<file path="src/rtl/glcc_pkg.sv">
// Package for the grid line crossing counter: register indexes, band codes,
// the classified-item type passed from front to back, and fixed constants.
// No dependencies.
package glcc_pkg;

  // Configuration register indexes.
  localparam int unsigned CFG_INDEX_BITS = 3;
  localparam int unsigned CFG_DATA_BITS  = 12;
  localparam logic [CFG_INDEX_BITS-1:0] REG_HORIZONTAL_CENTER = 3'd0;
  localparam logic [CFG_INDEX_BITS-1:0] REG_VERTICAL_CENTER   = 3'd1;
  localparam logic [CFG_INDEX_BITS-1:0] REG_INNER_BAND        = 3'd2;
  localparam logic [CFG_INDEX_BITS-1:0] REG_OUTER_BAND        = 3'd3;
  localparam logic [CFG_INDEX_BITS-1:0] REG_ANGLE_TOLERANCE   = 3'd4;
  localparam logic [CFG_INDEX_BITS-1:0] REG_MISS_LIMIT        = 3'd5;

  // Register reset values.
  localparam logic [9:0]  RST_HORIZONTAL_CENTER = 10'd240;
  localparam logic [9:0]  RST_VERTICAL_CENTER   = 10'd160;
  localparam logic [7:0]  RST_INNER_BAND        = 8'd5;
  localparam logic [7:0]  RST_OUTER_BAND        = 8'd15;
  localparam logic [11:0] RST_ANGLE_TOLERANCE   = 12'd819;
  localparam logic [7:0]  RST_MISS_LIMIT        = 8'd10;

  // Pi/2 in 1/4096 radian units.
  localparam logic signed [16:0] HALF_PI_Q12 = 17'sd6434;

  // Band mask bits.
  localparam logic [2:0] MASK_LEFT   = 3'b100;
  localparam logic [2:0] MASK_MIDDLE = 3'b010;
  localparam logic [2:0] MASK_RIGHT  = 3'b001;
  localparam logic [2:0] MASK_ALL    = 3'b111;

  localparam int unsigned MISS_BITS = 16;
  localparam int unsigned OUT_COUNT_BITS = 16;

  // Input operation codes.
  localparam logic OP_LINE = 1'b0;
  localparam logic OP_EOF  = 1'b1;

  typedef enum logic [1:0] {
    AXIS_NONE = 2'd0,
    AXIS_LR   = 2'd1,
    AXIS_UD   = 2'd2
  } axis_t;

  typedef enum logic [1:0] {
    BAND_MISS   = 2'd0,
    BAND_LEFT   = 2'd1,
    BAND_MIDDLE = 2'd2,
    BAND_RIGHT  = 2'd3
  } band_t;

  // One classified item as it travels through the queue.
  typedef struct packed {
    logic  eof;
    axis_t axis;
    band_t band;
  } item_t;

  // Configuration register file contents.
  typedef struct packed {
    logic [9:0]  horizontal_center;
    logic [9:0]  vertical_center;
    logic [7:0]  inner_band;
    logic [7:0]  outer_band;
    logic [11:0] angle_tolerance;
    logic [7:0]  miss_limit;
  } cfg_t;

endpackage

</file>
<file path="src/rtl/glcc_front.sv">
// Front end: takes input transfers, classifies each line by axis and band,
// and pushes the classified item into the queue. Depends on glcc_pkg.
module glcc_front (
  input  glcc_pkg::cfg_t      cfg,
  input  logic                in_valid,
  output logic                in_ready,
  input  logic                in_operation,
  input  logic signed [14:0]  in_rho,
  input  logic signed [14:0]  in_theta,
  input  logic                q_full,
  output logic                push_valid,
  output glcc_pkg::item_t     push_item
);
  import glcc_pkg::*;

  logic signed [16:0] theta_w;
  logic signed [16:0] theta_up;
  logic signed [16:0] theta_dn;
  logic signed [16:0] tol_w;
  logic signed [16:0] abs_t;
  logic signed [16:0] abs_up;
  logic signed [16:0] abs_dn;
  logic               near_vert;
  logic               near_horz;
  logic [9:0]         center;
  logic signed [16:0] offset_w;
  logic signed [16:0] in_w;
  logic signed [16:0] out_w;
  axis_t              axis;
  band_t              band;

  // The queue decides whether a transfer can happen this cycle.
  assign in_ready   = !q_full;
  assign push_valid = in_valid && !q_full;

  // Angle classification against zero and plus or minus pi/2.
  always_comb begin
    theta_w  = 17'(in_theta);
    theta_up = theta_w - HALF_PI_Q12;
    theta_dn = theta_w + HALF_PI_Q12;
    tol_w    = $signed({5'd0, cfg.angle_tolerance});
    abs_t    = theta_w[16] ? -theta_w : theta_w;
    abs_up   = theta_up[16] ? -theta_up : theta_up;
    abs_dn   = theta_dn[16] ? -theta_dn : theta_dn;
    near_vert = abs_t < tol_w;
    near_horz = (abs_up < tol_w) || (abs_dn < tol_w);
    if (near_vert) begin
      axis = AXIS_LR;
    end else if (near_horz) begin
      axis = AXIS_UD;
    end else begin
      axis = AXIS_NONE;
    end
  end

  // Band classification of the offset from the chosen axis center.
  always_comb begin
    center   = (axis == AXIS_UD) ? cfg.vertical_center : cfg.horizontal_center;
    offset_w = 17'(in_rho) - $signed({3'd0, center, 4'd0});
    in_w     = $signed({5'd0, cfg.inner_band, 4'd0});
    out_w    = $signed({5'd0, cfg.outer_band, 4'd0});
    if ((offset_w > -out_w) && (offset_w < -in_w)) begin
      band = BAND_LEFT;
    end else if ((offset_w > -in_w) && (offset_w < in_w)) begin
      band = BAND_MIDDLE;
    end else if ((offset_w > in_w) && (offset_w < out_w)) begin
      band = BAND_RIGHT;
    end else begin
      band = BAND_MISS;
    end
  end

  // An end-of-frame marker carries no axis.
  always_comb begin
    push_item.eof  = (in_operation == OP_EOF);
    push_item.axis = (in_operation == OP_EOF) ? AXIS_NONE : axis;
    push_item.band = band;
  end

endmodule

</file>
<file path="src/rtl/glcc_queue.sv">
// Two-entry queue of classified items between the front and back ends.
// Depends on glcc_pkg.
module glcc_queue (
  input  logic            clk,
  input  logic            rst_n,
  input  logic            push_valid,
  input  glcc_pkg::item_t push_item,
  output logic            full,
  output logic            pop_valid,
  output glcc_pkg::item_t pop_item,
  input  logic            pop_ready
);
  import glcc_pkg::*;

  item_t      mem_r [2];
  logic       wr_ptr_r;
  logic       wr_ptr_nxt;
  logic       rd_ptr_r;
  logic       rd_ptr_nxt;
  logic [1:0] count_r;
  logic [1:0] count_nxt;
  logic       do_push;
  logic       do_pop;

  assign full      = (count_r == 2'd2);
  assign pop_valid = (count_r != 2'd0);
  assign pop_item  = mem_r[rd_ptr_r];
  assign do_push   = push_valid && !full;
  assign do_pop    = pop_valid && pop_ready;

  // Pointer and occupancy update.
  always_comb begin
    wr_ptr_nxt = do_push ? !wr_ptr_r : wr_ptr_r;
    rd_ptr_nxt = do_pop ? !rd_ptr_r : rd_ptr_r;
    count_nxt  = count_r;
    if (do_push && !do_pop) begin
      count_nxt = count_r + 2'd1;
    end else if (do_pop && !do_push) begin
      count_nxt = count_r - 2'd1;
    end
  end

  always_ff @(posedge clk) begin
    if (!rst_n) begin
      wr_ptr_r <= 1'b0;
      rd_ptr_r <= 1'b0;
      count_r  <= 2'd0;
    end else begin
      wr_ptr_r <= wr_ptr_nxt;
      rd_ptr_r <= rd_ptr_nxt;
      count_r  <= count_nxt;
    end
  end

  // Storage needs no reset.
  always_ff @(posedge clk) begin
    if (do_push) begin
      mem_r[wr_ptr_r] <= push_item;
    end
  end

endmodule

</file>
<file path="src/rtl/glcc_back.sv">
// Back end: applies classified items to the per-axis masks, miss counters
// and net counts, and holds the result in an output register. Depends on glcc_pkg.
module glcc_back #(
  parameter int COUNT_BITS = 16
) (
  input  logic               clk,
  input  logic               rst_n,
  input  logic [7:0]         miss_limit,
  input  logic               pop_valid,
  input  glcc_pkg::item_t    pop_item,
  output logic               pop_ready,
  output logic               out_valid,
  input  logic               out_ready,
  output logic signed [15:0] out_left_right_count,
  output logic signed [15:0] out_up_down_count,
  output logic [2:0]         out_left_right_bands,
  output logic [2:0]         out_up_down_bands
);
  import glcc_pkg::*;

  localparam logic signed [COUNT_BITS-1:0] COUNT_MAX = {1'b0, {(COUNT_BITS-1){1'b1}}};
  localparam logic signed [COUNT_BITS-1:0] COUNT_MIN = {1'b1, {(COUNT_BITS-1){1'b0}}};
  localparam logic [MISS_BITS-1:0]         MISS_MAX  = {MISS_BITS{1'b1}};

  // Index 0 is the left-right axis, index 1 the up-down axis.
  logic [2:0]                    mask_r    [2];
  logic [2:0]                    mask_nxt  [2];
  logic [MISS_BITS-1:0]          miss_r    [2];
  logic [MISS_BITS-1:0]          miss_nxt  [2];
  logic signed [COUNT_BITS-1:0]  count_r   [2];
  logic signed [COUNT_BITS-1:0]  count_nxt [2];
  logic [2:0]                    merged    [2];
  logic                          hit       [2];
  logic                          out_valid_r;
  logic signed [15:0]            lr_count_r;
  logic signed [15:0]            ud_count_r;
  logic [2:0]                    lr_bands_r;
  logic [2:0]                    ud_bands_r;
  logic signed [15:0]            count16   [2];
  logic                          step;

  // The output register frees up when empty or when its transfer completes.
  assign pop_ready = !out_valid_r || out_ready;
  assign step      = pop_valid && pop_ready;

  // Per-axis state update for one item.
  always_comb begin
    hit[0] = (pop_item.axis == AXIS_LR);
    hit[1] = (pop_item.axis == AXIS_UD);
    for (int i = 0; i < 2; i++) begin
      mask_nxt[i]  = mask_r[i];
      miss_nxt[i]  = miss_r[i];
      count_nxt[i] = count_r[i];
      merged[i]    = 3'b000;
      if (pop_item.eof) begin
        if (miss_r[i] == {{(MISS_BITS-8){1'b0}}, miss_limit}) begin
          mask_nxt[i] = 3'b000;
        end
      end else if (hit[i]) begin
        case (pop_item.band)
          BAND_LEFT: begin
            miss_nxt[i] = '0;
            merged[i]   = mask_r[i] | MASK_LEFT;
            if (merged[i] == MASK_ALL) begin
              mask_nxt[i] = MASK_LEFT;
              if (count_r[i] != COUNT_MAX) begin
                count_nxt[i] = count_r[i] + COUNT_BITS'(1);
              end
            end else begin
              mask_nxt[i] = merged[i];
            end
          end
          BAND_MIDDLE: begin
            miss_nxt[i] = '0;
            mask_nxt[i] = mask_r[i] | MASK_MIDDLE;
          end
          BAND_RIGHT: begin
            miss_nxt[i] = '0;
            merged[i]   = mask_r[i] | MASK_RIGHT;
            if (merged[i] == MASK_ALL) begin
              mask_nxt[i] = MASK_RIGHT;
              if (count_r[i] != COUNT_MIN) begin
                count_nxt[i] = count_r[i] - COUNT_BITS'(1);
              end
            end else begin
              mask_nxt[i] = merged[i];
            end
          end
          default: begin
            if (miss_r[i] != MISS_MAX) begin
              miss_nxt[i] = miss_r[i] + MISS_BITS'(1);
            end
          end
        endcase
      end
    end
  end

  // The result field shows the low 16 bits of the count, sign-extended if narrower.
  generate
    if (COUNT_BITS >= OUT_COUNT_BITS) begin : g_trunc
      assign count16[0] = count_nxt[0][OUT_COUNT_BITS-1:0];
      assign count16[1] = count_nxt[1][OUT_COUNT_BITS-1:0];
    end else begin : g_extend
      assign count16[0] = {{(OUT_COUNT_BITS-COUNT_BITS){count_nxt[0][COUNT_BITS-1]}},
                           count_nxt[0]};
      assign count16[1] = {{(OUT_COUNT_BITS-COUNT_BITS){count_nxt[1][COUNT_BITS-1]}},
                           count_nxt[1]};
    end
  endgenerate

  // Axis state registers.
  always_ff @(posedge clk) begin
    if (!rst_n) begin
      for (int i = 0; i < 2; i++) begin
        mask_r[i]  <= 3'b000;
        miss_r[i]  <= '0;
        count_r[i] <= '0;
      end
    end else if (step) begin
      for (int i = 0; i < 2; i++) begin
        mask_r[i]  <= mask_nxt[i];
        miss_r[i]  <= miss_nxt[i];
        count_r[i] <= count_nxt[i];
      end
    end
  end

  // Output valid flag.
  always_ff @(posedge clk) begin
    if (!rst_n) begin
      out_valid_r <= 1'b0;
    end else if (pop_ready) begin
      out_valid_r <= pop_valid;
    end
  end

  // Output payload, loaded with the state after the update.
  always_ff @(posedge clk) begin
    if (step) begin
      lr_count_r <= count16[0];
      ud_count_r <= count16[1];
      lr_bands_r <= mask_nxt[0];
      ud_bands_r <= mask_nxt[1];
    end
  end

  assign out_valid            = out_valid_r;
  assign out_left_right_count = lr_count_r;
  assign out_up_down_count    = ud_count_r;
  assign out_left_right_bands = lr_bands_r;
  assign out_up_down_bands    = ud_bands_r;

endmodule

</file>
<file path="src/rtl/grid_line_crossing_counter_top.sv">
// Top level of the grid line crossing counter: configuration registers and
// the front end, queue and back end. Depends on glcc_pkg, glcc_front,
// glcc_queue and glcc_back.
//
//   Channel  Direction  Handshake              Payload
//   in_      input      in_valid / in_ready    in_operation, in_rho, in_theta
//   out_     output     out_valid / out_ready  counts and band masks of both axes
//   cfg_     input      cfg_we                 cfg_index, cfg_wdata
//
// One item per cycle is sustained while out_ready stays high: the front end
// classifies in the cycle of the transfer, and the back end updates the axis
// state and loads the output register together. An item passes the queue
// register and then the output register before out_valid shows its result.
// Reset is synchronous and active low; it clears the queue, the axis state and
// restores the register defaults. A stalled output fills the two-entry queue,
// after which in_ready drops.
module grid_line_crossing_counter_top #(
  parameter int COUNT_BITS = 16
) (
  input  logic                                  clk,
  input  logic                                  rst_n,
  input  logic                                  cfg_we,
  input  logic [glcc_pkg::CFG_INDEX_BITS-1:0]   cfg_index,
  input  logic [glcc_pkg::CFG_DATA_BITS-1:0]    cfg_wdata,
  input  logic                                  in_valid,
  output logic                                  in_ready,
  input  logic                                  in_operation,
  input  logic signed [14:0]                    in_rho,
  input  logic signed [14:0]                    in_theta,
  output logic                                  out_valid,
  input  logic                                  out_ready,
  output logic signed [15:0]                    out_left_right_count,
  output logic signed [15:0]                    out_up_down_count,
  output logic [2:0]                            out_left_right_bands,
  output logic [2:0]                            out_up_down_bands
);
  import glcc_pkg::*;

  cfg_t  cfg_r;
  cfg_t  cfg_nxt;
  logic  q_full;
  logic  push_valid;
  item_t push_item;
  logic  pop_valid;
  item_t pop_item;
  logic  pop_ready;

  // Register write decode; unknown indexes are ignored.
  always_comb begin
    cfg_nxt = cfg_r;
    if (cfg_we) begin
      unique case (cfg_index)
        REG_HORIZONTAL_CENTER: cfg_nxt.horizontal_center = cfg_wdata[9:0];
        REG_VERTICAL_CENTER:   cfg_nxt.vertical_center   = cfg_wdata[9:0];
        REG_INNER_BAND:        cfg_nxt.inner_band        = cfg_wdata[7:0];
        REG_OUTER_BAND:        cfg_nxt.outer_band        = cfg_wdata[7:0];
        REG_ANGLE_TOLERANCE:   cfg_nxt.angle_tolerance   = cfg_wdata[11:0];
        REG_MISS_LIMIT:        cfg_nxt.miss_limit        = cfg_wdata[7:0];
        default:               cfg_nxt = cfg_r;
      endcase
    end
  end

  always_ff @(posedge clk) begin
    if (!rst_n) begin
      cfg_r.horizontal_center <= RST_HORIZONTAL_CENTER;
      cfg_r.vertical_center   <= RST_VERTICAL_CENTER;
      cfg_r.inner_band        <= RST_INNER_BAND;
      cfg_r.outer_band        <= RST_OUTER_BAND;
      cfg_r.angle_tolerance   <= RST_ANGLE_TOLERANCE;
      cfg_r.miss_limit        <= RST_MISS_LIMIT;
    end else begin
      cfg_r <= cfg_nxt;
    end
  end

  glcc_front u_front (
    .cfg          (cfg_r),
    .in_valid     (in_valid),
    .in_ready     (in_ready),
    .in_operation (in_operation),
    .in_rho       (in_rho),
    .in_theta     (in_theta),
    .q_full       (q_full),
    .push_valid   (push_valid),
    .push_item    (push_item)
  );

  glcc_queue u_queue (
    .clk        (clk),
    .rst_n      (rst_n),
    .push_valid (push_valid),
    .push_item  (push_item),
    .full       (q_full),
    .pop_valid  (pop_valid),
    .pop_item   (pop_item),
    .pop_ready  (pop_ready)
  );

  glcc_back #(
    .COUNT_BITS (COUNT_BITS)
  ) u_back (
    .clk                  (clk),
    .rst_n                (rst_n),
    .miss_limit           (cfg_r.miss_limit),
    .pop_valid            (pop_valid),
    .pop_item             (pop_item),
    .pop_ready            (pop_ready),
    .out_valid            (out_valid),
    .out_ready            (out_ready),
    .out_left_right_count (out_left_right_count),
    .out_up_down_count    (out_up_down_count),
    .out_left_right_bands (out_left_right_bands),
    .out_up_down_bands    (out_up_down_bands)
  );

endmodule
</file>
<file path="config.mk">
export PLATFORM = sky130hd
export DESIGN_NAME = grid_line_crossing_counter_top
export DESIGN_NICKNAME = d
export VERILOG_FILES = /design/src/rtl/glcc_pkg.sv /design/src/rtl/glcc_front.sv /design/src/rtl/glcc_queue.sv /design/src/rtl/glcc_back.sv /design/src/rtl/grid_line_crossing_counter_top.sv
export SDC_FILE = /design/constraint.sdc
export NUM_CORES = 1
export LEC_CHECK = 0
export BUFFER_PORTS_ARGS = -buffer_cell sky130_fd_sc_hd__buf_2
export CAP_MARGIN = 30
export CORE_MARGIN = 5
export CORE_UTILIZATION = 34
export DETAILED_ROUTE_END_ITERATION = 10
export PLACE_DENSITY_LB_ADDON = 0.2
export SLEW_MARGIN = 20
export SYNTH_ARGS = -nofsm -noshare
export SYNTH_HDL_FRONTEND = slang
export SYNTH_SLANG_ARGS = --single-unit
</file>
<file path="constraint.sdc">
create_clock -name clk -period 9.8 [get_ports clk]
set_clock_uncertainty 0.1 [all_clocks]
set_input_delay 0 -clock clk [delete_from_list [all_inputs] [get_ports clk]]
set_output_delay 0 -clock clk [all_outputs]
set_load 0.02 [all_outputs]
</file>
; ---- After elaboration in Yosys (flattened, before gate mapping)
; Memories as Yosys holds them, arrays and structs flattened. A register that Yosys moved wholly into a read port is not among the register bits.
; Index checks and enable logic that the tools add are counted.
[word_totals]
word_cells = 159
out_inout_bits = 40
mem_count = 4
ram_bits = 80
input_bits = 51
regBits = 99
[mem_list]
columns = memory, depth, word_bits, read_ports, rd_clocked_by_memory_dff, write_ports, line_no
row1 = u_back.count_r, 2, 16, 2, 0, 2, glcc_back.sv:30  ; logic signed [COUNT_BITS-1:0] count_r [2];
row2 = u_back.miss_r, 2, 16, 2, 0, 2, glcc_back.sv:28  ; logic [MISS_BITS-1:0] miss_r [2];
row3 = u_queue.mem_r, 2, 5, 1, 1, 1, glcc_queue.sv:15  ; item_t mem_r [2];
row4 = u_back.mask_r, 2, 3, 2, 0, 2, glcc_back.sv:26  ; logic [2:0] mask_r [2];
[classes]
add_sub_neg = 16
bitwise_logic = 6
muxes = 60
magnitude_cmp = 9
n_eq_ne = 24
reduce_logical = 26
[ops]
columns = cell, n
row1 = $mux 16, 24
row2 = $ne 16x16->1 const B, 6
row3 = $lt 17x13->1, 5
row4 = $pmux 16 s2, 2
row5 = $mux 17, 3
row6 = $gt 17x17->1, 2
row7 = $neg 12->17, 2
row8 = $neg 17->17, 2
row9 = $add 16x1->16 const B, 2
row10 = $add 16x2->16 const B, 2
row11 = $eq 16x8->1, 2
row12 = $sub 16x2->16 const B, 2
row13 = $mux 3, 10
row14 = $mux 2, 10
row15 = $eq 2x2->1 const B, 9
row16 = $pmux 3 s3, 2
row17 = $gt 17x13->1, 1
row18 = $lt 17x17->1, 1
row19 = $neg 15->17, 1
row20 = $add 15x14->16 const B, 1
row21 = $sub 15x14->16 const B, 1
row22 = $sub 15x15->16, 1
row23 = $reduce_and 2->1, 6
row24 = $mux 10, 1
row25 = other kinds (14), 43

; ---- Longest topological paths before layout
; Gate-level depths: netlist of run 1.
[logic_depth]
ltp_word = 15
mapped_depth = 40
mapped_depth_nobuf = 36

; ---- Modules after synthesis
; A second synthesis of run 1 with hierarchy kept.
[hier_totals]
hier_cells = 1612
hier_area_um2 = 14445.1
[modules_own_cells]
columns = mod, seq_area_each_um2, n_inst, area_each_um2, cells_each
row1 = glcc_back, 3263.1, 1, 7299.5, 755
row2 = glcc_front, 0.0, 1, 4296.6, 597
row3 = grid_line_crossing_counter_top, 1121.1, 1, 2255.9, 220
row4 = glcc_queue, 400.4, 1, 593.1, 40

; ---- Worst setup path before layout of run 1
; OpenSTA, ideal clock, no wires.
[synth_timing]
kind = input to register
start = in in_theta[2]
end = mem u_queue.mem_r[0][1] (netlist name) (data pin)
t_required_ns = 9.427
path_slack_ns = 2.621
setup_ns = 0.273
n_path_buf = 4
arrival_ns = 6.806
stages = 39
cell_sequence = buf_2 inv_1 ha_1 nor3b_1 o211ai_1 and3_1 clkbuf_1 nor2_1 or2_1 clkbuf_1 a31oi_1 a31oi_1 a211o_1 xnor2_1 ha_1 a21o_1 a21oi_1 nand3b_1 (+3 left out) mux2_2 ha_1 fa_1 nor2b_1 o2111ai_1 a21oi_1 or2_2 clkbuf_1 a21oi_1 ha_1 and4_1 nand2_1 o31ai_1 inv_1 maj3_1 maj3_1 o211ai_1 a22oi_1
[synth_lines]
columns = element, line_no
row1 = from (decl), grid_line_crossing_counter_top.sv:29  ; input logic signed [14:0] in_theta,
row2 = to (decl), glcc_queue.sv:15

==> results of run 1 <==
[area by class of cell]
class / count / area (um^2)
fill: 3917 / 23720
clock inverter: 13 / 137.6
sequential: 180 / 4785
multi-input combinational: 1208 / 7928
timing repair buffer: 122 / 743.2
inverter: 64 / 240.2
tap: 518 / 648.1
clock buffer: 19 / 446.7
[power by group]
part           leakage, nW  switching (mW)  internal, mW  total, mW
Sequential            1.71           0.155          1.05       1.21
Clock                0.295           0.315         0.378      0.693
Combinational         3.58           0.624         0.362      0.986
Total                 5.59            1.09          1.79       2.89
[synthesized netlist by cell type (3+ instances only)]
library cell / n / area (um^2)
sky130_fd_sc_hd__a2111oi_0: 3 / 26.28
sky130_fd_sc_hd__a211o_1: 5 / 43.79
sky130_fd_sc_hd__a211oi_1: 9 / 67.56
sky130_fd_sc_hd__a21boi_0: 43 / 322.8
sky130_fd_sc_hd__a21o_1: 16 / 120.1
sky130_fd_sc_hd__a21oi_1: 67 / 335.3
sky130_fd_sc_hd__a221o_1: 4 / 40.04
sky130_fd_sc_hd__a221oi_1: 3 / 26.28
sky130_fd_sc_hd__a22oi_1: 7 / 52.55
sky130_fd_sc_hd__a311oi_1: 4 / 35.03
sky130_fd_sc_hd__a31oi_1: 17 / 106.4
sky130_fd_sc_hd__and2_1: 20 / 125.1
sky130_fd_sc_hd__and3_1: 11 / 68.82
sky130_fd_sc_hd__and4_1: 7 / 61.31
sky130_fd_sc_hd__buf_1: 3 / 11.26
sky130_fd_sc_hd__buf_2: 10 / 50.05
sky130_fd_sc_hd__clkbuf_1: 59 / 221.5
sky130_fd_sc_hd__dfxtp_1: 62 / 1241
sky130_fd_sc_hd__edfxtp_1: 118 / 3543
sky130_fd_sc_hd__ha_1: 98 / 1226
sky130_fd_sc_hd__inv_1: 64 / 240.2
sky130_fd_sc_hd__mux2_2: 6 / 67.56
sky130_fd_sc_hd__mux2i_1: 15 / 150.1
sky130_fd_sc_hd__nand2_1: 197 / 739.5
sky130_fd_sc_hd__nand2b_1: 9 / 56.30
sky130_fd_sc_hd__nand3_1: 59 / 295.3
sky130_fd_sc_hd__nand3b_1: 6 / 45.04
sky130_fd_sc_hd__nand4_1: 29 / 181.4
sky130_fd_sc_hd__nor2_1: 132 / 495.5
sky130_fd_sc_hd__nor2b_1: 55 / 344.1
sky130_fd_sc_hd__nor3_1: 46 / 230.2
sky130_fd_sc_hd__nor3b_1: 5 / 37.54
sky130_fd_sc_hd__nor4_1: 18 / 112.6
sky130_fd_sc_hd__o2111ai_1: 3 / 26.28
sky130_fd_sc_hd__o211ai_1: 19 / 142.6
sky130_fd_sc_hd__o21a_1: 6 / 45.04
sky130_fd_sc_hd__o21ai_0: 54 / 270.3
sky130_fd_sc_hd__o21bai_1: 7 / 52.55
sky130_fd_sc_hd__o31ai_1: 9 / 67.56
sky130_fd_sc_hd__o41ai_1: 4 / 35.03
sky130_fd_sc_hd__or2_2: 8 / 50.05
sky130_fd_sc_hd__or3_1: 13 / 81.33
sky130_fd_sc_hd__or4_1: 9 / 67.56
sky130_fd_sc_hd__xnor2_1: 84 / 735.7
sky130_fd_sc_hd__xor2_1: 54 / 473.0
[per-layer routing]
metal  vias to the layer above  track usage [%]
met2                       252            27.36
met4                         0            3.397
met1                      5379            22.10
met3                        42            2.539
met5                         -                0
li1                       5619                -
[worst min-delay path, cell delays in order]
cell                       delay (ns)
sky130_fd_sc_hd__buf_2           0.12
sky130_fd_sc_hd__nand2_1         0.10
sky130_fd_sc_hd__nor2b_1         0.15
sky130_fd_sc_hd__nand2_1         0.10
sky130_fd_sc_hd__a21boi_0        0.07
[worst paths after layout]
path,start,depth (start not counted),end
max,in_theta[1],32,u_queue.mem_r[0][1]$_DFFE_PP_
min,cfg_we,5,cfg_r[0]$_SDFFE_PN0P_
max reg2reg,cfg_r[18]$_SDFFE_PN0P_,24,u_queue.mem_r[0][1]$_DFFE_PP_
min reg2reg,cfg_r[19]$_SDFFE_PN0P_,2,cfg_r[19]$_SDFFE_PN0P_
[cell families after synthesis]
kind of cell	Yosys count	share of synthesized area, %
xor gates and xnor gates	138	9.114
AOI/OAI and AO/OA	309	15.78
buffers and inverters	140	4.208
muxes	21	1.642
adders and majority gates	101	9.548
and+or+nand+nor	639	23.62
DFF	180	36.08
[cell usage in the layout (no fill, tap or decap), types with 5 or more instances in the layout]
| cell type | count |
|---|---|
| sky130_fd_sc_hd__a211o_1 | 5 |
| sky130_fd_sc_hd__a211oi_1 | 9 |
| sky130_fd_sc_hd__a21boi_0 | 43 |
| sky130_fd_sc_hd__a21o_1 | 16 |
| sky130_fd_sc_hd__a21oi_1 | 67 |
| sky130_fd_sc_hd__a22oi_1 | 7 |
| sky130_fd_sc_hd__a31oi_1 | 17 |
| sky130_fd_sc_hd__and2_1 | 20 |
| sky130_fd_sc_hd__and3_1 | 11 |
| sky130_fd_sc_hd__and4_1 | 7 |
| sky130_fd_sc_hd__buf_2 | 90 |
| sky130_fd_sc_hd__buf_4 | 11 |
| sky130_fd_sc_hd__clkbuf_16 | 17 |
| sky130_fd_sc_hd__dfxtp_1 | 62 |
| sky130_fd_sc_hd__dlygate4sd3_1 | 21 |
| sky130_fd_sc_hd__edfxtp_1 | 118 |
| sky130_fd_sc_hd__ha_1 | 98 |
| sky130_fd_sc_hd__inv_1 | 63 |
| sky130_fd_sc_hd__mux2_2 | 6 |
| sky130_fd_sc_hd__mux2i_1 | 14 |
| sky130_fd_sc_hd__nand2_1 | 197 |
| sky130_fd_sc_hd__nand2b_1 | 9 |
| sky130_fd_sc_hd__nand3_1 | 59 |
| sky130_fd_sc_hd__nand3b_1 | 6 |
| sky130_fd_sc_hd__nand4_1 | 29 |
| sky130_fd_sc_hd__nor2_1 | 132 |
| sky130_fd_sc_hd__nor2b_1 | 55 |
| sky130_fd_sc_hd__nor3_1 | 45 |
| sky130_fd_sc_hd__nor3b_1 | 5 |
| sky130_fd_sc_hd__nor4_1 | 18 |
| sky130_fd_sc_hd__o211ai_1 | 19 |
| sky130_fd_sc_hd__o21a_1 | 6 |
| sky130_fd_sc_hd__o21ai_0 | 54 |
| sky130_fd_sc_hd__o21bai_1 | 7 |
| sky130_fd_sc_hd__o31ai_1 | 9 |
| sky130_fd_sc_hd__or2_2 | 8 |
| sky130_fd_sc_hd__or3_1 | 13 |
| sky130_fd_sc_hd__or4_1 | 9 |
| sky130_fd_sc_hd__xnor2_1 | 84 |
| sky130_fd_sc_hd__xor2_1 | 54 |
[registers in the layout, summed over array words and instances, names as in the netlist, named ones only]
register,flops
u_back.out_valid,1
u_queue.wr_ptr_r,1
u_back.out_left_right_count,16
u_back.out_up_down_count,16
u_back.mask_r,6
u_queue.mem_r,10
u_back.out_up_down_bands,3
u_back.out_left_right_bands,3
u_back.miss_r,32
u_back.count_r,32
u_queue.rd_ptr_r,1
cfg_r,56
u_queue.count_r,2
[through the flow]
step,instances,hold slack (ns)
floorplan,1528,-0.001131
global placement,2070,0.1525
detailed placement,2071,0.1530
CTS,2124,0.01474
global route,2124,0.08719
finish,2124,0.04287
==> flow_summary_export.csv, run 1 <==
group,metric,value,unit
sta,final-hold-violation-count,0,
sta,finalCriticalPeriod,8.024,ns
pwr,leakage,5.587,nW
synthesis,synthDistinctLibCells,83,
synthesis,synth_nets,1678,
critical_path,r2r_slack,3.09,ns
drt,num_vias,11292,
clocking,cts_num_sinks,180,
global_routing,grt_antenna_before_repair,0,
drt,drc,0,
drt,routed.top_layer,"met4",
die,start_util,34.31,%
cells_and_area,syn2layout_area_growth,12.57,%
clocking,num_cts_buffers,17,
global_routing,grt_pass1_vias,10931,
die,fp-row-count,72,
global_routing,globalRoute.totalOverflow,0,
sta,slew_headroom,41.25,%
clocking,cts_tree,"yes",
die,fp.dieArea,0.04305,mm^2
die,fp.coreArea,0.03865,mm^2
pwr,power.ir.vdd_worst,0.1242,mV
cells_and_area,diodes,0,
synthesis,synthCells,1528,
synthesis,sequential_cell_area_fraction_in_the_yosys_report,36.08,%
critical_path,slowest_stage,"sky130_fd_sc_hd__a2111oi_0",
drt,detail-route-antenna-nets,0,
global_routing,grt_start_max_net_pins,68,
critical_path,worst-endpoint-required,9.88,ns
drt,vias_per_cell,5.316,
critical_path,worst_path_dominant_cell_family,"compound AO/OA/AOI/OAI gates",
die,floorplan.io_pins,91,
clocking,cts.repair_timing.setup_buffer_count,0,
drt,routed-wl-met3,1.476,mm
placement,dpl.hpwl,26.61,mm
clocking,ctsLongestPathBuffers,2,
synthesis,synthesized_flop_and_latch_total,180,
synthesis,mappedNetlistArea,0.01326,mm^2
critical_path,critical_path.n_buffers_inverters,3,
critical_path,slowest_delay,0.61,ns
die,die_y,207.5,um
die,fp.dieW,207.5,um
critical_path,arrival,8.10,ns
sta,finalSetupViolCount,0,
synthesis,number_of_synthesized_flops_with_an_enable_pin,118,
critical_path,cp_class,"input pin to flop",
drt,drt-wirelength-per-cell,16.68,um
sta,setup-tns-final,0,ns
sta,final-max-slew-violation-count,0,
cells_and_area,share_of_final_layout_standard_cells_stronger_than_drive_strength_1,9.963,%
sta,rsz0062_at_grt,"no",
clocking,ctsRootBufferMaster,"sky130_fd_sc_hd__clkbuf_16",
drt,met2WireLength,16.60,mm
synthesis,synth_top_flop_cell,"sky130_fd_sc_hd__edfxtp_1",
drt,drt_pre_antenna_iters,5,
drt,drt_iter0_markers,767,
global_routing,groute.usage.overall,16.21,%
synthesis,yosysWarningCount,0,
drt,finalWirelength,35.43,mm
cells_and_area,post-route-util,38.63,%
critical_path,crit_path_frequent_cell,"sky130_fd_sc_hd__ha_1",
global_routing,global_route_wire_length_before_repair,57.93,mm
clocking,h_tree_depth,4,
cells_and_area,final_net_count,1743,
clocking,clk-insertion-delay-late,0.45,ns
clocking,cts_clock_pin_slew_for_the_worst_setup_and_hold_paths,0.07,ns
worst_hold_path,min_path_type,"input pin to flop",
drt,met1_length,16.90,mm
clocking,cts-resized-gates,0,
run_status,status,"finished clean",
cells_and_area,post-route-cell-area,0.01493,mm^2
synthesis,syn-mean-instance-area,8.679,um^2
critical_path,critical_path.endpoint_type,"flop",
pwr,power.total,2.887,mW
sta,fmax,124.6,MHz
placement,placed_instance_area,0.01413,mm^2
pwr,pwr_density_cell,193.4,mW/mm^2
sta,timing.final.crit_share,81.87,%
placement,gp_congestion,0.8834,
sta,timing_worst_slew_pin_value,0.8732,ns
critical_path,worstSetupStartpointType,"input pin",
critical_path,cp_max_fo,14,
placement,dp_slack,1.432,ns
placement,port_buffers,90,
clocking,cts_hold_buf,21,
sta,setup_slack,1.776,ns
synthesis,async_flop_share,0,%
flow_run,cap_viol_max_count,0,
Power figures use the tool's default switching activity.
==> inputs of run 2 (changes only) <==
==> constraint.sdc (replaced) <==
create_clock -name clk -period 6.96 [get_ports clk]
set_clock_uncertainty 0.1 [all_clocks]
set_input_delay 0 -clock clk [delete_from_list [all_inputs] [get_ports clk]]
set_output_delay 0 -clock clk [all_outputs]
set_load 0.02 [all_outputs]
==> flow_summary_export.csv, run 2 (synthesized netlist as in run 1, its figures left out) <==
group,metric,value,unit
sta,timing.final.crit_share,95.48,%
die,fp.dieW,207.5,um
sta,setup_slack,0.3145,ns
drt,met2WireLength,17.81,mm
critical_path,arrival,6.85,ns
die,start_util,34.31,%
drt,num_vias,11625,
clocking,h_tree_depth,4,
critical_path,cp_max_fo,5,
cells_and_area,final_net_count,1863,
clocking,cts_num_sinks,180,
critical_path,worst-endpoint-required,7.17,ns
global_routing,groute.usage.overall,16.63,%
cells_and_area,mostFrequentLayoutCell,"sky130_fd_sc_hd__nand2_1",
sta,finalSetupViolCount,0,
cells_and_area,fillerInstances,3943,
critical_path,worstReg2RegStart,"cfg_r[10]$_SDFFE_PN0P_",
drt,finalWirelength,36.80,mm
die,fp.coreArea,0.03865,mm^2
die,die_y,207.5,um
critical_path,startpoint,"in_theta[1]",
clocking,clk-insertion-delay-late,0.46,ns
pwr,pwr_density_cell,265.6,mW/mm^2
global_routing,grt_pass1_vias,11181,
run_status,status,"finished clean",
global_routing,globalRoute.totalOverflow,0,
critical_path,worstSetupStartpointType,"input pin",
cells_and_area,largest-register,"cfg_r",
drt,routed-wl-met3,1.296,mm
pwr,power.total,4.284,mW
sta,timing_worst_slew_pin_value,0.7615,ns
clocking,ctsRootBufferMaster,"sky130_fd_sc_hd__clkbuf_16",
drt,vias_per_cell,5.180,
die,fp-row-count,72,
critical_path,critical_path.endpoint_type,"flop",
clocking,cts_clock_pin_slew_for_the_worst_setup_and_hold_paths,0.07,ns
critical_path,slowest_delay,0.53,ns
sta,slew_headroom,48.43,%
clocking,num_cts_buffers,17,
cells_and_area,diodes,0,
placement,dpl.hpwl,28.24,mm
critical_path,cp_class,"input pin to flop",
global_routing,global_route_wire_length_before_repair,59.40,mm
cells_and_area,layout_common_cells,"sky130_fd_sc_hd__nand2_1, sky130_fd_sc_hd__nor2_1, sky130_fd_sc_hd__buf_4",
worst_hold_path,min-delay-start,"cfg_index[2]",
drt,drt_iter0_markers,590,
clocking,cts_tree,"yes",
global_routing,grt_antenna_before_repair,0,
global_routing,grt_start_max_net_pins,68,
pwr,leakage,6.232,nW
sta,whs,0.05858,ns
sta,setup-tns-final,0,ns
sta,final-max-slew-violation-count,0,
placement,dp_slack,-0.4798,ns
drt,drt_pre_antenna_iters,5,
cells_and_area,largest_register_ff_count,56,
sta,fmax,150.5,MHz
drt,met1_length,17.20,mm
worst_hold_path,min_path_type,"input pin to flop",
critical_path,slowest_stage,"sky130_fd_sc_hd__or4_1",
clocking,ctsLongestPathBuffers,2,
sta,finalCriticalPeriod,6.645,ns
cells_and_area,syn2layout_area_growth,21.62,%
die,floorplan.io_pins,91,
die,fp.dieArea,0.04305,mm^2
drt,routed.top_layer,"met4",
drt,drc,0,
cells_and_area,layout_top_registers,"cfg_r x56, u_back.count_r x32, u_back.miss_r x32",
placement,port_buffers,90,
drt,detail-route-antenna-nets,0,
flow_run,cap_viol_max_count,0,
cells_and_area,share_of_final_layout_standard_cells_stronger_than_drive_strength_1,18.19,%
sta,final-hold-violation-count,0,
drt,drt-wirelength-per-cell,16.40,um
placement,gp_congestion,0.9077,
pwr,power.ir.vdd_worst,0.1536,mV
run 2: critical path: cells and delay by family:
family                     cells  cell delay, ns
and+or+nand+nor                9            1.70
buffers and inverters          6            0.74
adders and majority gates      7            2.09
muxes                          1            0.36
AOI/OAI and AO/OA             10            1.75
xor gates and xnor gates       1            0.21
run 2: path summary, 6_finish.rpt:
kind / to / slack [ns] / cells after the start
worst min-delay path: cfg_r[8]$_SDFFE_PN1P_ / 0.06 / 4
worst max-delay path: u_queue.mem_r[0][0]$_DFFE_PP_ / 0.31 / 34
worst min register to register: cfg_r[44]$_SDFFE_PN0P_ / 0.37 / 2
worst max register to register: u_queue.mem_r[0][0]$_DFFE_PP_ / 0.48 / 28
run 2: power breakdown:
part           total [mW]  internal (mW)  switching [mW]  leakage, nW
sequential           1.70           1.48           0.216         1.71
clock                1.05          0.608           0.438        0.306
combinational        1.54          0.612           0.927         4.21
run 2: what timing repair did:
item | CTS | global route
setup endpoints to repair | 4 | 4
pin swaps | 0 | 20
setup buffers | 0 | 5
resized for setup | 1 | 42
hold endpoints to repair | 64 | 0
hold buffers | 20 | 0
run 2: area by class of cell:
cell class,count,area [um^2],area share (%)
multi-input combinational,1208,8130,50.41
sequential,180,4785,29.67
timing repair buffer,242,1695,10.51
tap,518,648.1,4.019
clock buffer,19,432.9,2.684
inverter,64,240.2,1.490
clock inverter,13,196.4,1.218
run 2: through the flow:
step	area, um^2	utilization [%]	cells
floorplan	13280	-	1528
global placement	15030	38.90	2185
detailed placement	15060	38.97	2187
CTS	15900	41.14	2239
global route	16130	41.73	2244
finish	16130	41.73	2244
run 2: routing by layer:
metal	GRT usage, %	up-vias
li1	-	5865
met1	22.63	5497
met2	28.13	229
met3	2.509	34
met4	3.625	0
met5	0	-
==> inputs of run 3 (changes only) <==
--- a/config.mk
+++ b/config.mk
@@ -10,8 +10,10 @@
 export CORE_MARGIN = 5
 export CORE_UTILIZATION = 34
 export DETAILED_ROUTE_END_ITERATION = 10
+export MAX_ROUTING_LAYER = met4
 export PLACE_DENSITY_LB_ADDON = 0.2
-export SLEW_MARGIN = 20
+export SLEW_MARGIN = 10
 export SYNTH_ARGS = -nofsm -noshare
 export SYNTH_HDL_FRONTEND = slang
+export SYNTH_HIERARCHICAL = 1
 export SYNTH_SLANG_ARGS = --single-unit
==> flow_summary_export.csv, run 3 <==
group,metric,value,unit
run_status,status,"finished clean",
placement,gp_congestion,0.9164,
critical_path,arrival,6.52,ns
synthesis,mappedNetlistArea,0.01445,mm^2
drt,drt_pre_antenna_iters,5,
sta,finalCriticalPeriod,6.427,ns
synthesis,yosysWarningCount,6,
drt,routed.top_layer,"met4",
synthesis,number_of_synthesized_flops_with_an_enable_pin,118,
clocking,cts_num_sinks,180,
synthesis,combinational_family_with_the_most_area_after_synthesis,"simple AND/OR/NAND/NOR gates",
synthesis,synthDistinctLibCells,103,
drt,num_vias,12329,
pwr,pwr_density_cell,279.5,mW/mm^2
die,fp-row-count,75,
sta,final-hold-violation-count,0,
cells_and_area,diodes,0,
clocking,ctsRootBufferMaster,"sky130_fd_sc_hd__clkbuf_16",
die,fp.dieArea,0.04671,mm^2
die,fp.dieW,216.1,um
sta,setup-tns-final,0,ns
placement,port_buffers,90,
critical_path,critical_path.endpoint_type,"flop",
sta,fmax,155.6,MHz
synthesis,synthCells,1612,
cells_and_area,share_of_final_layout_standard_cells_stronger_than_drive_strength_1,16.64,%
global_routing,grt_pass1_vias,11998,
drt,detail-route-antenna-nets,0,
pwr,leakage,6.620,nW
clocking,cts_clock_pin_slew_for_the_worst_setup_and_hold_paths,0.08,ns
sta,timing_worst_slew_pin_value,0.8799,ns
synthesis,synth_compound_gate_area_share,13.70,%
cells_and_area,mostFrequentLayoutCell,"sky130_fd_sc_hd__nand2_1",
placement,dpl.hpwl,30.50,mm
critical_path,slowest_delay,0.42,ns
synthesis,synth_nets,1766,
worst_hold_path,min_path_type,"input pin to flop",
critical_path,cp_max_fo,4,
clocking,cts_tree,"yes",
synthesis,sequential_cell_area_fraction_in_the_yosys_report,33.12,%
global_routing,grt_antenna_before_repair,0,
drt,drt-wirelength-per-cell,17.59,um
cells_and_area,largest_register_ff_count,56,
synthesis,synth_top_flop_cell,"sky130_fd_sc_hd__edfxtp_1",
global_routing,grt_start_max_net_pins,89,
cells_and_area,layout_common_cells,"sky130_fd_sc_hd__nand2_1, sky130_fd_sc_hd__edfxtp_1, sky130_fd_sc_hd__nor2_1",
synthesis,mux_cell_area_share_after_synthesis,7.007,%
synthesis,synth-simple-area-share,24.38,%
sta,timing.final.crit_share,92.34,%
sta,slew_headroom,41.20,%
die,fp.coreArea,0.04195,mm^2
clocking,h_tree_depth,4,
clocking,clk-insertion-delay-late,0.45,ns
global_routing,global_route_wire_length_before_repair,65.14,mm
cells_and_area,largest-register,"cfg_r",
synthesis,synthesized_flop_and_latch_total,180,
cells_and_area,final_net_count,1896,
synthesis,async_flop_share,0,%
critical_path,slowest_stage,"sky130_fd_sc_hd__or3b_4",
drt,routed-wl-met3,1.351,mm
synthesis,synth_top_area_share,24.53,%
cells_and_area,syn2layout_area_growth,15.69,%
drt,drc,0,
synthesis,synthesized_area_fraction_occupied_by_adder_cells,9.112,%
drt,finalWirelength,40.36,mm
cells_and_area,layout_top_registers,"cfg_r x56, u_back/count_r x32, u_back/miss_r x32",
pwr,power.ir.vdd_worst,0.1983,mV
drt,met2WireLength,19.01,mm
synthesis,syn-mean-instance-area,8.961,um^2
clocking,ctsLongestPathBuffers,2,
die,floorplan.io_pins,91,
drt,met1_length,19.60,mm
die,start_util,34.44,%
global_routing,globalRoute.totalOverflow,0,
synthesis,synth_xor_xnor_area_share,7.215,%
global_routing,groute.usage.overall,17.40,%
critical_path,cp_class,"input pin to flop",
sta,finalSetupViolCount,0,
synthesis,yosys.cell_count.top_type,"sky130_fd_sc_hd__nand2_1",
sta,final-max-slew-violation-count,0,
synthesis,synth.top_cells.by_area,"sky130_fd_sc_hd__edfxtp_1, sky130_fd_sc_hd__ha_1, sky130_fd_sc_hd__dfxtp_1",
critical_path,worst_path_dominant_cell_family,"compound AO/OA/AOI/OAI gates",
drt,drt_iter0_markers,692,
sta,rsz0062_at_grt,"no",
critical_path,worst-endpoint-required,7.06,ns
critical_path,crit_path_frequent_cell,"sky130_fd_sc_hd__ha_1",
critical_path,worstSetupStartpointType,"input pin",
cells_and_area,post-route-util,39.84,%
synthesis,leading_area_contributor_after_synthesis,"sky130_fd_sc_hd__edfxtp_1",
flow_run,cap_viol_max_count,0,
synthesis,yosys-top-cells-count,"sky130_fd_sc_hd__nand2_1, sky130_fd_sc_hd__edfxtp_1, sky130_fd_sc_hd__nor2_1",
drt,vias_per_cell,5.374,
clocking,num_cts_buffers,17,
die,die_y,216.1,um
critical_path,critical_path.n_buffers_inverters,3,
[run 3: changes by cell type in the layout (fill, tap and decap cells not counted), sizes merged, moves of 13 or more]
cell,before,now
a21oi,67,51
nor2,132,106
xor2,54,40
and3,11,24
inv,67,87
mux2,6,24
buf,222,186
nand2,197,161
nor4,19,33
a21boi,43,6
mux2i,15,73
[run 3: area by class of cell]
class                      count  area, um^2
tap                          539       674.4
timing repair buffer         207        1409
sequential                   180        4785
fill                        4224       25240
clock buffer                  17       425.4
multi-input combinational   1253        8940
inverter                      83       311.5
clock inverter                15       166.4
[run 3: metrics by stage]
stage / cell area (um^2) / std cells / hold slack, ns / power (mW) / setup slack [ns]
CTS: 16650 / 2292 / 0.08971 / 4.694 / 0.3648
finish: 16710 / 2294 / 0.1054 / 4.671 / 0.5332
detailed placement: 15850 / 2239 / 0.1618 / 3.691 / -0.1090
global placement: 15780 / 2234 / 0.1547 / 3.647 / 0.09823
floorplan: 14450 / 1612 / 0.01760 / 3.068 / 0.1049
global route: 16710 / 2294 / 0.1106 / 4.992 / 0.03951
[run 3: where the power goes]
| group | total (mW) | switching [mW] | internal (mW) |
|---|---|---|---|
| Combinational | 1.89 | 1.17 | 0.721 |
| Sequential | 1.80 | 0.288 | 1.51 |
| Clock | 0.981 | 0.471 | 0.509 |
[run 3: what timing repair did]
item	CTS	global route
buffers inserted	0	2
endpoints found under the hold margin	68	0
hold buffers	21	0
resized for setup	0	13
endpoints found under the setup margin	0	4
[run 3: cells by family (layout without fill, tap and decap cells)]
logic type	after synthesis	in the layout
buf+inv	179	322
fa+ha+maj	105	105
xor+xnor	119	119
compound gates	282	282
simple gates	650	650
flops	180	180
mux	97	97
[run 3: final timing paths]
check	from	end	slack, ns	cells past startpoint
setup / recovery	in_theta[1]	u_queue/mem_r[0][0]$_DFFE_PP_	0.53	35
hold / removal	in_rho[14]	u_queue/mem_r[0][1]$_DFFE_PP_	0.11	5
setup reg to reg	cfg_r[17]$_SDFFE_PN1P_	u_queue/mem_r[0][0]$_DFFE_PP_	1.06	27
hold reg to reg	cfg_r[55]$_SDFFE_PN0P_	cfg_r[55]$_SDFFE_PN0P_	0.36	2
[run 3: metal layers]
metal,GRT usage (%),vias to the layer above
li1,-,6167
met1,23.62,5893
met2,28.00,241
met3,2.512,28
met4,3.519,0
met5,-,-
[run 3: worst reg2reg max path, stage by stage (launching register included)]
cell                       delay, ns
sky130_fd_sc_hd__dfxtp_1        0.33
sky130_fd_sc_hd__inv_1          0.13
sky130_fd_sc_hd__ha_1           0.33
sky130_fd_sc_hd__o21a_1         0.11
sky130_fd_sc_hd__o21ai_0        0.07
sky130_fd_sc_hd__a221oi_1       0.35
sky130_fd_sc_hd__nand2_1        0.11
sky130_fd_sc_hd__o211ai_1       0.26
sky130_fd_sc_hd__o211a_1        0.19
sky130_fd_sc_hd__nand3_1        0.11
sky130_fd_sc_hd__nand2_2        0.12
sky130_fd_sc_hd__mux2_2         0.34
sky130_fd_sc_hd__ha_1           0.21
sky130_fd_sc_hd__fa_1           0.42
sky130_fd_sc_hd__nor2b_2        0.15
sky130_fd_sc_hd__o31a_1         0.22
sky130_fd_sc_hd__o21a_1         0.13
sky130_fd_sc_hd__nor2_1         0.05
sky130_fd_sc_hd__xnor2_2        0.13
sky130_fd_sc_hd__buf_4          0.15
sky130_fd_sc_hd__ha_1           0.20
sky130_fd_sc_hd__or3_1          0.35
sky130_fd_sc_hd__a31oi_1        0.16
sky130_fd_sc_hd__o21ai_0        0.11
sky130_fd_sc_hd__maj3_1         0.36
sky130_fd_sc_hd__a31oi_1        0.17
sky130_fd_sc_hd__o22a_1         0.19
sky130_fd_sc_hd__o21ai_1        0.09
